$ cat src/rtl/wma_pkg.sv
// wma_pkg: shared constants and types for the wearable minute aggregator
// no dependencies
`default_nettype none
package wma_pkg;
	localparam int DEVICES_DEF = 16;
	localparam int DEV_W = 4;
	localparam int SUM_W = 24;
	localparam int CNT_W = 16;
	localparam logic [7:0] STEP_LIMIT_RESET = 8'd20;
	localparam logic [SUM_W-1:0] SUM_MAX = {SUM_W{1'b1}};
	localparam logic [CNT_W-1:0] CNT_MAX = {CNT_W{1'b1}};
	localparam logic OP_SAMPLE = 1'b0;
	localparam logic OP_FLUSH = 1'b1;

	// one device record
	typedef struct packed {
		logic open;
		logic [31:0] minute;
		logic mapped;
		logic [15:0] resident;
		logic prev_valid;
		logic [15:0] prev_count;
		logic [SUM_W-1:0] steps;
		logic [SUM_W-1:0] hsum;
		logic [CNT_W-1:0] hcnt;
		logic [SUM_W-1:0] osum;
		logic [CNT_W-1:0] ocnt;
	} rec_t;
endpackage
`default_nettype wire

$ cat src/rtl/wma_div.sv
// wma_div: shared restoring divider, one quotient bit per cycle, mean clamped to 255
// depends on wma_pkg
`default_nettype none
module wma_div
	import wma_pkg::*;
(
	input wire logic clk,
	input wire logic arst_n,
	input wire logic start,
	input wire logic [SUM_W-1:0] dividend,
	input wire logic [CNT_W-1:0] divisor,
	output logic done,
	output logic [7:0] mean
);
	logic [SUM_W-1:0] quo_q;
	logic [CNT_W:0] rem_q;
	logic [CNT_W-1:0] dvs_q;
	logic [4:0] cnt_q;
	logic busy_q;
	logic [CNT_W:0] trial;
	logic [CNT_W:0] diff;

	assign trial = {rem_q[CNT_W-1:0], quo_q[SUM_W-1]};
	assign diff = trial - {1'b0, dvs_q};

	always_ff @(posedge clk or negedge arst_n) begin
		if (!arst_n) begin
			busy_q <= 1'b0;
			done <= 1'b0;
			cnt_q <= '0;
		end else begin
			done <= 1'b0;
			if (start) begin
				busy_q <= 1'b1;
				cnt_q <= 5'(SUM_W);
			end else if (busy_q) begin
				cnt_q <= cnt_q - 5'd1;
				if (cnt_q == 5'd1) begin
					busy_q <= 1'b0;
					done <= 1'b1;
				end
			end
		end
	end

	always_ff @(posedge clk) begin
		if (start) begin
			quo_q <= dividend;
			rem_q <= '0;
			dvs_q <= divisor;
		end else if (busy_q) begin
			if (!diff[CNT_W]) begin
				rem_q <= diff;
				quo_q <= {quo_q[SUM_W-2:0], 1'b1};
			end else begin
				rem_q <= trial;
				quo_q <= {quo_q[SUM_W-2:0], 1'b0};
			end
		end
	end

	// zero divisor gives zero, else clamp
	always_comb begin
		if (dvs_q == '0) mean = 8'd0;
		else if (quo_q[SUM_W-1:8] != '0) mean = 8'hFF;
		else mean = quo_q[7:0];
	end
endmodule
`default_nettype wire

$ cat config.mk
export PLATFORM = sky130hd
export DESIGN_NAME = wma_div
export DESIGN_NICKNAME = d
export VERILOG_FILES = /design/src/rtl/wma_pkg.sv /design/src/rtl/wma_div.sv
export SDC_FILE = /design/constraint.sdc
export NUM_CORES = 1
export LEC_CHECK = 0
export ABC_CLOCK_PERIOD_IN_PS = 2700
export BUFFER_PORTS_ARGS = -buffer_cell sky130_fd_sc_hd__buf_2
export CAP_MARGIN = 20
export CORE_UTILIZATION = 52
export DETAILED_ROUTE_END_ITERATION = 10
export PLACE_DENSITY_LB_ADDON = 0.12
export SETUP_SLACK_MARGIN = 0.15
export SLEW_MARGIN = 20
export SYNTH_ARGS = -nofsm -noshare
export SYNTH_HDL_FRONTEND = slang
export SYNTH_SLANG_ARGS = --single-unit
$ cat constraint.sdc
create_clock -name clk -period 2.7 [get_ports clk]
set_clock_uncertainty 0.1 [all_clocks]
set_input_delay 0.81 -clock clk [delete_from_list [all_inputs] [get_ports clk]]
set_output_delay 0.81 -clock clk [all_outputs]
set_load 0.01 [all_outputs]
==> metrics.md, run 1 <==
| Metric | Value |
|---|---|
| Final ANT Viol Nets | `0` |
| Crit-path slowest cell | `edfxtp_1` |
| CP max stage delay | `0.42 ns` |
| Worst-path clk slew | `0.07 ns` |
| Post-synthesis simple-gate area fraction | `0.118` |
| Min cycle time layout | `2.66 ns` |
| CP bufs+invs | `3` |
| Crit path depth | `6` |
| Syn nets | `376` |
| CTS Sinks | `63` |
| Synth unique cells | `46` |
| # setup viols final | `0` |
| Worst Setup SP | `dvs_q[3]` |
| Core Region | `0.00642 mm^2` |
| Top_reg_cell synth | `edfxtp_1` |
| Synthesized area | `0.00348 mm^2` |
| Main combinational cell family by area after synthesis | `simple AND/OR/NAND/NOR gates` |
| Clock root buffer | `clkbuf_8` |
| Starting DRT DRC Count | `74` |
| Top delay family on crit path | `buffers and inverters` |
| Hold WC Path Type | `in -> async` |
| Final Power | `3.92 mW` |
| Final period utilization | `0.984` |
| Busiest grt layer | `met2` |
| FILL cells | `486` |
| Die width | `83.8 um` |
| Placed cell count | `442` |
| Die height | `83.8 um` |
| Crit Path Class | `reg -> out` |
| Post-Synth XOR/XNOR Area | `0.0532` |
| Fmax | `376 MHz` |
| R2R depth | `11` |
| EDFF count, synth | `40` |
| Global placement routability congestion | `0.801` |
| Most frequent CP cell | `buf_6` |
| Fraction of layout cells with a size suffix above 1 | `0.377` |
| Area share of fa/ha/maj cells after synthesis | `0.0705` |
| GRT Overall Usage | `0.208` |
| Status | `completed` |
| #FFs+latches synth | `63` |
| Hpwl dp | `4910 um` |
| DR vias | `2556` |
| Max Root-Sink Buffers | `2` |
| Final nets | `452` |
| Fin util | `0.691` |
| Pin count of the biggest net entering global routing | `28` |
| Arrival @ worst endpoint | `1.75 ns` |
| Max-slew violations | `0` |
| Multiplexer share of the synthesized area | `0.115` |
| Met3 usage in global routing | `0.0732` |
| M2 GR Usage | `0.338` |
| RR Startpoint | `dvs_q[3]` |
| Register area share after synthesis | `0.488` |
| Drt total wl | `7130 um` |
| Initial Util | `0.542` |
| Max cap viols | `0` |
| Peak VDD IR | `0.544 mV` |
| Syn Area/Cell | `11.1 um^2` |
| Area after DPL | `0.00389 mm^2` |
| Cell area after layout | `0.00444 mm^2` |
| Initial antenna violation count | `0` |
| Hold-fix buffers at CTS | `0` |
| Relative slew slack | `0.689` |
| Cell chain of the critical path | `buf_6, nor4_4, nand4_1, buf_6, o21a_1, buf_2` |
| CTS buffer count | `9` |
| Grt met1 use | `0.257` |
| Data required time of the critical path | `1.79 ns` |
| 1st-pass router iterations | `4` |
| Clock Latency Late Sink | `0.35 ns` |
| Ant. Diodes | `0` |
| Die area | `0.00702 mm^2` |
| Num ports | `52` |
| CP max FO | `8` |
| Synth Instances | `314` |
| Grt total ovfl | `0` |
| Setup crit end | `mean[0]` |
| Vias/cell | `5.42` |
| Startpoint Class | `flop` |
| RSZ-0062 raised after global routing | `yes` |
| Least-Margin Pin Slew | `0.461 ns` |
| Flop2flop setup slack | `0.10 ns` |
| Layout area overhead | `27.5%` |
| TritonCTS clock tree | `done` |
| DRC viols | `0` |
| LEAKAGE | `1.80 nW` |
| Fin worst setup slack | `0.0423 ns` |
| Row Count | `29` |
| Non-Filler Instances | `472` |
| Pre-CTS setup slack | `0.0392 ns` |
| Port buffer count | `51` |
| Post-Route Setup TNS | `0 ns` |
| Yosys warns | `0` |
| Compound-cell area share of the yosys netlist | `0.115` |
| PwrDens | `884 mW/mm^2` |
| Routed len/inst | `15.1 um` |
| Endpoints failing hold | `0` |
| First-pass GRT wire length | `11300 um` |
| Crit Reg-Reg Endpoint | `rem_q[7]` |
| H-Tree Depth | `3` |
| Hold_ws | `0.186 ns` |
| Vias in the first global route | `2462` |
| CP endpoint kind | `primary output` |
| Asr flop ratio synth | `0.111` |
-- cells by family (layout without fill, tap and decap cells) --
group / after synthesis / in the layout
AOI/OAI and AO/OA: 61 / 61
muxes: 37 / 37
xor gates and xnor gates: 19 / 19
DFF: 63 / 63
adders and majority gates: 19 / 19
and+or+nand+nor: 83 / 83
buffers and inverters: 32 / 113
-- sequential cells by signal, indices dropped and copies added, names as in the netlist --
name and count:
busy_q 1, cnt_q 5, done 1, dvs_q 16, quo_q 24, rem_q 16
-- cells in the mapped netlist (all sizes together) (2+ instances only) --
library cell / count / area, um^2
o31ai: 3 / 22.5
buf: 5 / 37.5
xor2: 11 / 115
inv: 21 / 78.8
nand4: 3 / 18.8
mux2i: 12 / 120
ha: 18 / 225
edfxtp: 40 / 1200
dfrtp: 7 / 175
nor4: 9 / 56.3
a21oi: 14 / 73.8
o211ai: 3 / 22.5
nor2: 29 / 111
mux2: 25 / 282
nor3: 2 / 10.0
xnor2: 8 / 70.1
dfxtp: 16 / 320
nand3: 3 / 20.0
o21a: 9 / 67.6
a21o: 2 / 15.0
nand2: 21 / 78.8
nand2b: 7 / 43.8
a211oi: 14 / 105
o21ai: 12 / 60.1
clkbuf: 6 / 22.5
-- where the power goes --
| group | internal (mW) | total, mW | switching [mW] | leakage (nW) |
|---|---|---|---|---|
| Sequential | 1.20 | 1.35 | 0.147 | 0.622 |
| Clock | 0.521 | 0.915 | 0.394 | 0.103 |
| Combinational | 0.902 | 1.66 | 0.757 | 1.08 |
| Total | 2.63 | 3.92 | 1.30 | 1.80 |
-- layout make-up --
class                      count  area, um^2  area share
multi-input combinational    219        1820       0.410
sequential                    63        1700       0.382
clock inverter                 7        96.3      0.0217
clock buffer                   9         124      0.0279
timing repair buffer          76         526       0.118
tap                           77        96.3      0.0217
inverter                      21        81.3      0.0183
-- repair_timing --
action,in CTS,in global routing
buffers inserted,9,4
gates cloned,1,0
pin swaps,5,18
endpoints found under the hold margin,0,0
setup endpoints to repair,21,25
gates resized for setup,8,37
-- cells in the final DEF, fill, tap and decap left out, drive strengths merged, types with 14 or more instances in the layout --
cell | synthesis | final
dfxtp | 16 | 16
mux2 | 25 | 25
ha | 18 | 18
edfxtp | 40 | 40
inv | 21 | 22
a211oi | 14 | 14
nor2 | 29 | 29
nand2 | 21 | 21
buf | 5 | 76
a21oi | 14 | 14
-- how the worst min path moves through the flow --
stage / start / endpoint / slack, ns / cells past startpoint
final: arst_n / cnt_q[0] / 0.19 / 1
after detailed placement: rem_q[13] / rem_q[13] / 0.39 / 2
after global routing: arst_n / cnt_q[0] / 0.18 / 1
after global placement: rem_q[13] / rem_q[13] / 0.39 / 2
after floorplan: rem_q[1] / rem_q[1] / 0.35 / 2
after CTS: arst_n / cnt_q[0] / 0.18 / 1
-- per-layer routing --
metal,share of wire,vias up
met4,0.017,0
met3,0.048,13
li1,-,1292
met2,0.50,52
met1,0.44,1199
met5,0,-
Power figures use the tool's default switching activity.
==> run 2, diff against run 1 <==
--- a/config.mk
+++ b/config.mk
@@ -6,7 +6,7 @@
 export NUM_CORES = 1
 export LEC_CHECK = 0
 export ABC_CLOCK_PERIOD_IN_PS = 2700
-export BUFFER_PORTS_ARGS = -buffer_cell sky130_fd_sc_hd__buf_2
+export BUFFER_PORTS_ARGS = -buffer_cell sky130_fd_sc_hd__buf_4
 export CAP_MARGIN = 20
 export CORE_UTILIZATION = 52
 export DETAILED_ROUTE_END_ITERATION = 10
==> metrics.md, run 2 (synthesis gave the netlist of run 1 again) <==
| Metric | Value |
|---|---|
| Row Count | `29 (unchanged)` |
| 1st-pass router iterations | `4 (unchanged)` |
| Failing checks | `negative setup slack` |
| Sequential Area | `0.00170 mm^2 (unchanged)` |
| Max Root-Sink Buffers | `2 (unchanged)` |
| H-Tree Depth | `3 (unchanged)` |
| LEAKAGE | `1.79 nW (was 1.80 nW)` |
| Fraction of layout cells with a size suffix above 1 | `0.339 (was 0.377)` |
| CTS Sinks | `63 (unchanged)` |
| CP max FO | `8 (unchanged)` |
| Startpoint Class | `flop (unchanged)` |
| Final ANT Viol Nets | `0 (unchanged)` |
| Core Region | `0.00642 mm^2 (unchanged)` |
| Max cap viols | `0 (unchanged)` |
| Commonest non-fill, non-tap cell in the layout | `buf_4 (was buf_2)` |
| Num ports | `52 (unchanged)` |
| Worst-path clk slew | `0.07 ns (about the same)` |
| Biggest register | `quo_q (unchanged)` |
| Hpwl dp | `4870 um (was 4910 um)` |
| Vias in the first global route | `2542 (was 2462)` |
| Multi-input logic area | `0.00173 mm^2 (was 0.00182 mm^2)` |
| Global placement routability congestion | `0.814 (was 0.801)` |
| Data required time of the critical path | `1.79 ns (about the same)` |
| Grt total ovfl | `0 (unchanged)` |
| Arrival @ worst endpoint | `1.80 ns (was 1.75 ns)` |
| Final Power | `3.61 mW (was 3.92 mW)` |
| Clock root buffer | `clkbuf_8 (unchanged)` |
| Flop2flop setup slack | `0.07 ns (was 0.10 ns)` |
| Hold-fix buffers at CTS | `0 (unchanged)` |
| Crit Path Class | `reg -> out (unchanged)` |
| Most frequent cells in the layout | `53 x buf_4, 40 x edfxtp_1, 28 x nor2_1 (was 51 x buf_2, 40 x edfxtp_1, 28 x nor2_1)` |
| Layout area overhead | `26.1% (was 27.5%)` |
| Fin util | `0.683 (was 0.691)` |
| DRC viols | `0 (unchanged)` |
| Die width | `83.8 um (unchanged)` |
| Endpoints failing hold | `0 (unchanged)` |
| TritonCTS clock tree | `done (unchanged)` |
| First-pass GRT wire length | `11500 um (was 11300 um)` |
| Routed len/inst | `14.6 um (was 15.1 um)` |
| Initial antenna violation count | `0 (unchanged)` |
| RSZ-0062 raised after global routing | `yes (unchanged)` |
| Hold_ws | `0.162 ns (was 0.186 ns)` |
| CP endpoint kind | `primary output (unchanged)` |
| Final nets | `444 (was 452)` |
| Max-slew violations | `0 (unchanged)` |
| Die height | `83.8 um (unchanged)` |
| Starting DRT DRC Count | `82 (was 74)` |
| DR vias | `2505 (was 2556)` |
| Port buffer count | `51 (unchanged)` |
| CTS buffer count | `9 (unchanged)` |
| R2R depth | `10 (was 11)` |
| Status | `complete, but fails checks (was completed)` |
| Final period utilization | `1.00 (was 0.984)` |
| Ant. Diodes | `0 (unchanged)` |
| Least-Margin Pin Slew | `0.440 ns (was 0.461 ns)` |
| Relative slew slack | `0.703 (was 0.689)` |
| Pre-CTS setup slack | `0.124 ns (was 0.0392 ns)` |
| Die area | `0.00702 mm^2 (unchanged)` |
| RR Startpoint | `dvs_q[0] (was dvs_q[3])` |
| Hold WC Path Type | `in -> async (unchanged)` |
| Fmax | `369 MHz (was 376 MHz)` |
| Max reg flops | `24 (unchanged)` |
| Peak VDD IR | `0.504 mV (was 0.544 mV)` |
| FILL cells | `495 (was 486)` |
| Drt total wl | `6780 um (was 7130 um)` |
| # setup viols final | `6 (was 0)` |
| Clock Latency Late Sink | `0.35 ns (about the same)` |
| Post-Route Setup TNS | `-0.0311 ns (was 0 ns)` |
| Min cycle time layout | `2.71 ns (was 2.66 ns)` |
| PwrDens | `823 mW/mm^2 (was 884 mW/mm^2)` |
| GRT Overall Usage | `0.209 (was 0.208)` |
| Vias/cell | `5.40 (was 5.42)` |
| Fin worst setup slack | `-0.0119 ns (was 0.0423 ns)` |
| Biggest regs | `quo_q: 24 flops, dvs_q: 16 flops, rem_q: 16 flops (unchanged)` |
| Initial Util | `0.542 (unchanged)` |
| Crit Reg-Reg Endpoint | `rem_q[0] (was rem_q[7])` |
| Pin count of the biggest net entering global routing | `34 (was 28)` |
-- run 2: cell count changes in the layout (fill, tap and decap cells not counted), sizes merged --
cell      delta
clkinvlp     +1
clkbuf       +2
inv          -1
bufinv       -1
clkinv       -1
buf          -8
-- run 2: final cells by class --
class                   count  share of cell area
clock buffers              11              0.0322
flip-flops and latches     63               0.387
inverters                  21              0.0185
multi-input cells         219               0.395
clock inverters             5              0.0131
well taps                  77              0.0220
repair buffers             68               0.133
-- run 2: power by group --
part | internal [mW] | total [mW] | switching [mW] | leakage (nW)
Sequential | 1.20 | 1.34 | 0.132 | 0.622
Combinational | 0.761 | 1.45 | 0.690 | 1.08
Clock | 0.450 | 0.824 | 0.374 | 0.0916
-- run 2: timing repair --
action | in CTS | in global routing
pin swaps | 5 | 21
buffers inserted | 3 | 4
cloned | 0 | 0
gates resized for setup | 20 | 16
setup endpoints to repair | 20 | 25
-- run 2: worst max-delay path by stage --
| stage | startpoint | end | slack, ns | cells after the start |
|---|---|---|---|---|
| detailed placement | quo_q[23] | rem_q[7] | 0.12 | 11 |
| global route | dvs_q[0] | mean[1] | -0.06 | 5 |
| floorplan | quo_q[23] | rem_q[0] | 0.18 | 10 |
| finish | dvs_q[0] | mean[1] | -0.01 | 5 |
| CTS | dvs_q[4] | mean[0] | 0.04 | 6 |
| global placement | dvs_q[1] | mean[0] | 0.11 | 5 |
-- run 2: worst max-delay path, cell delays in order, from the launching register on --
cell and delay, ns:
edfxtp_1 0.44, nor4_4 0.39, nand4_1 0.21, buf_6 0.19, o21a_1 0.11, buf_6 0.12
-- run 2: stage by stage --
step	std cells	instance area, um^2
global route	464	4390
floorplan	314	3490
detailed placement	441	3990
finish	464	4390
global placement	441	3990
CTS	460	4300
-- run 2: per-layer routing --
| metal | GRT usage | vias up | share of wire | wire, um |
|---|---|---|---|---|
| met5 | 0 | - | 0 | 0 |
| met4 | 0.0768 | 0 | 0.026 | 173 |
| met3 | 0.0692 | 14 | 0.047 | 317 |
| met2 | 0.339 | 48 | 0.48 | 3260 |
| met1 | 0.261 | 1167 | 0.45 | 3030 |
| li1 | - | 1276 | - | - |
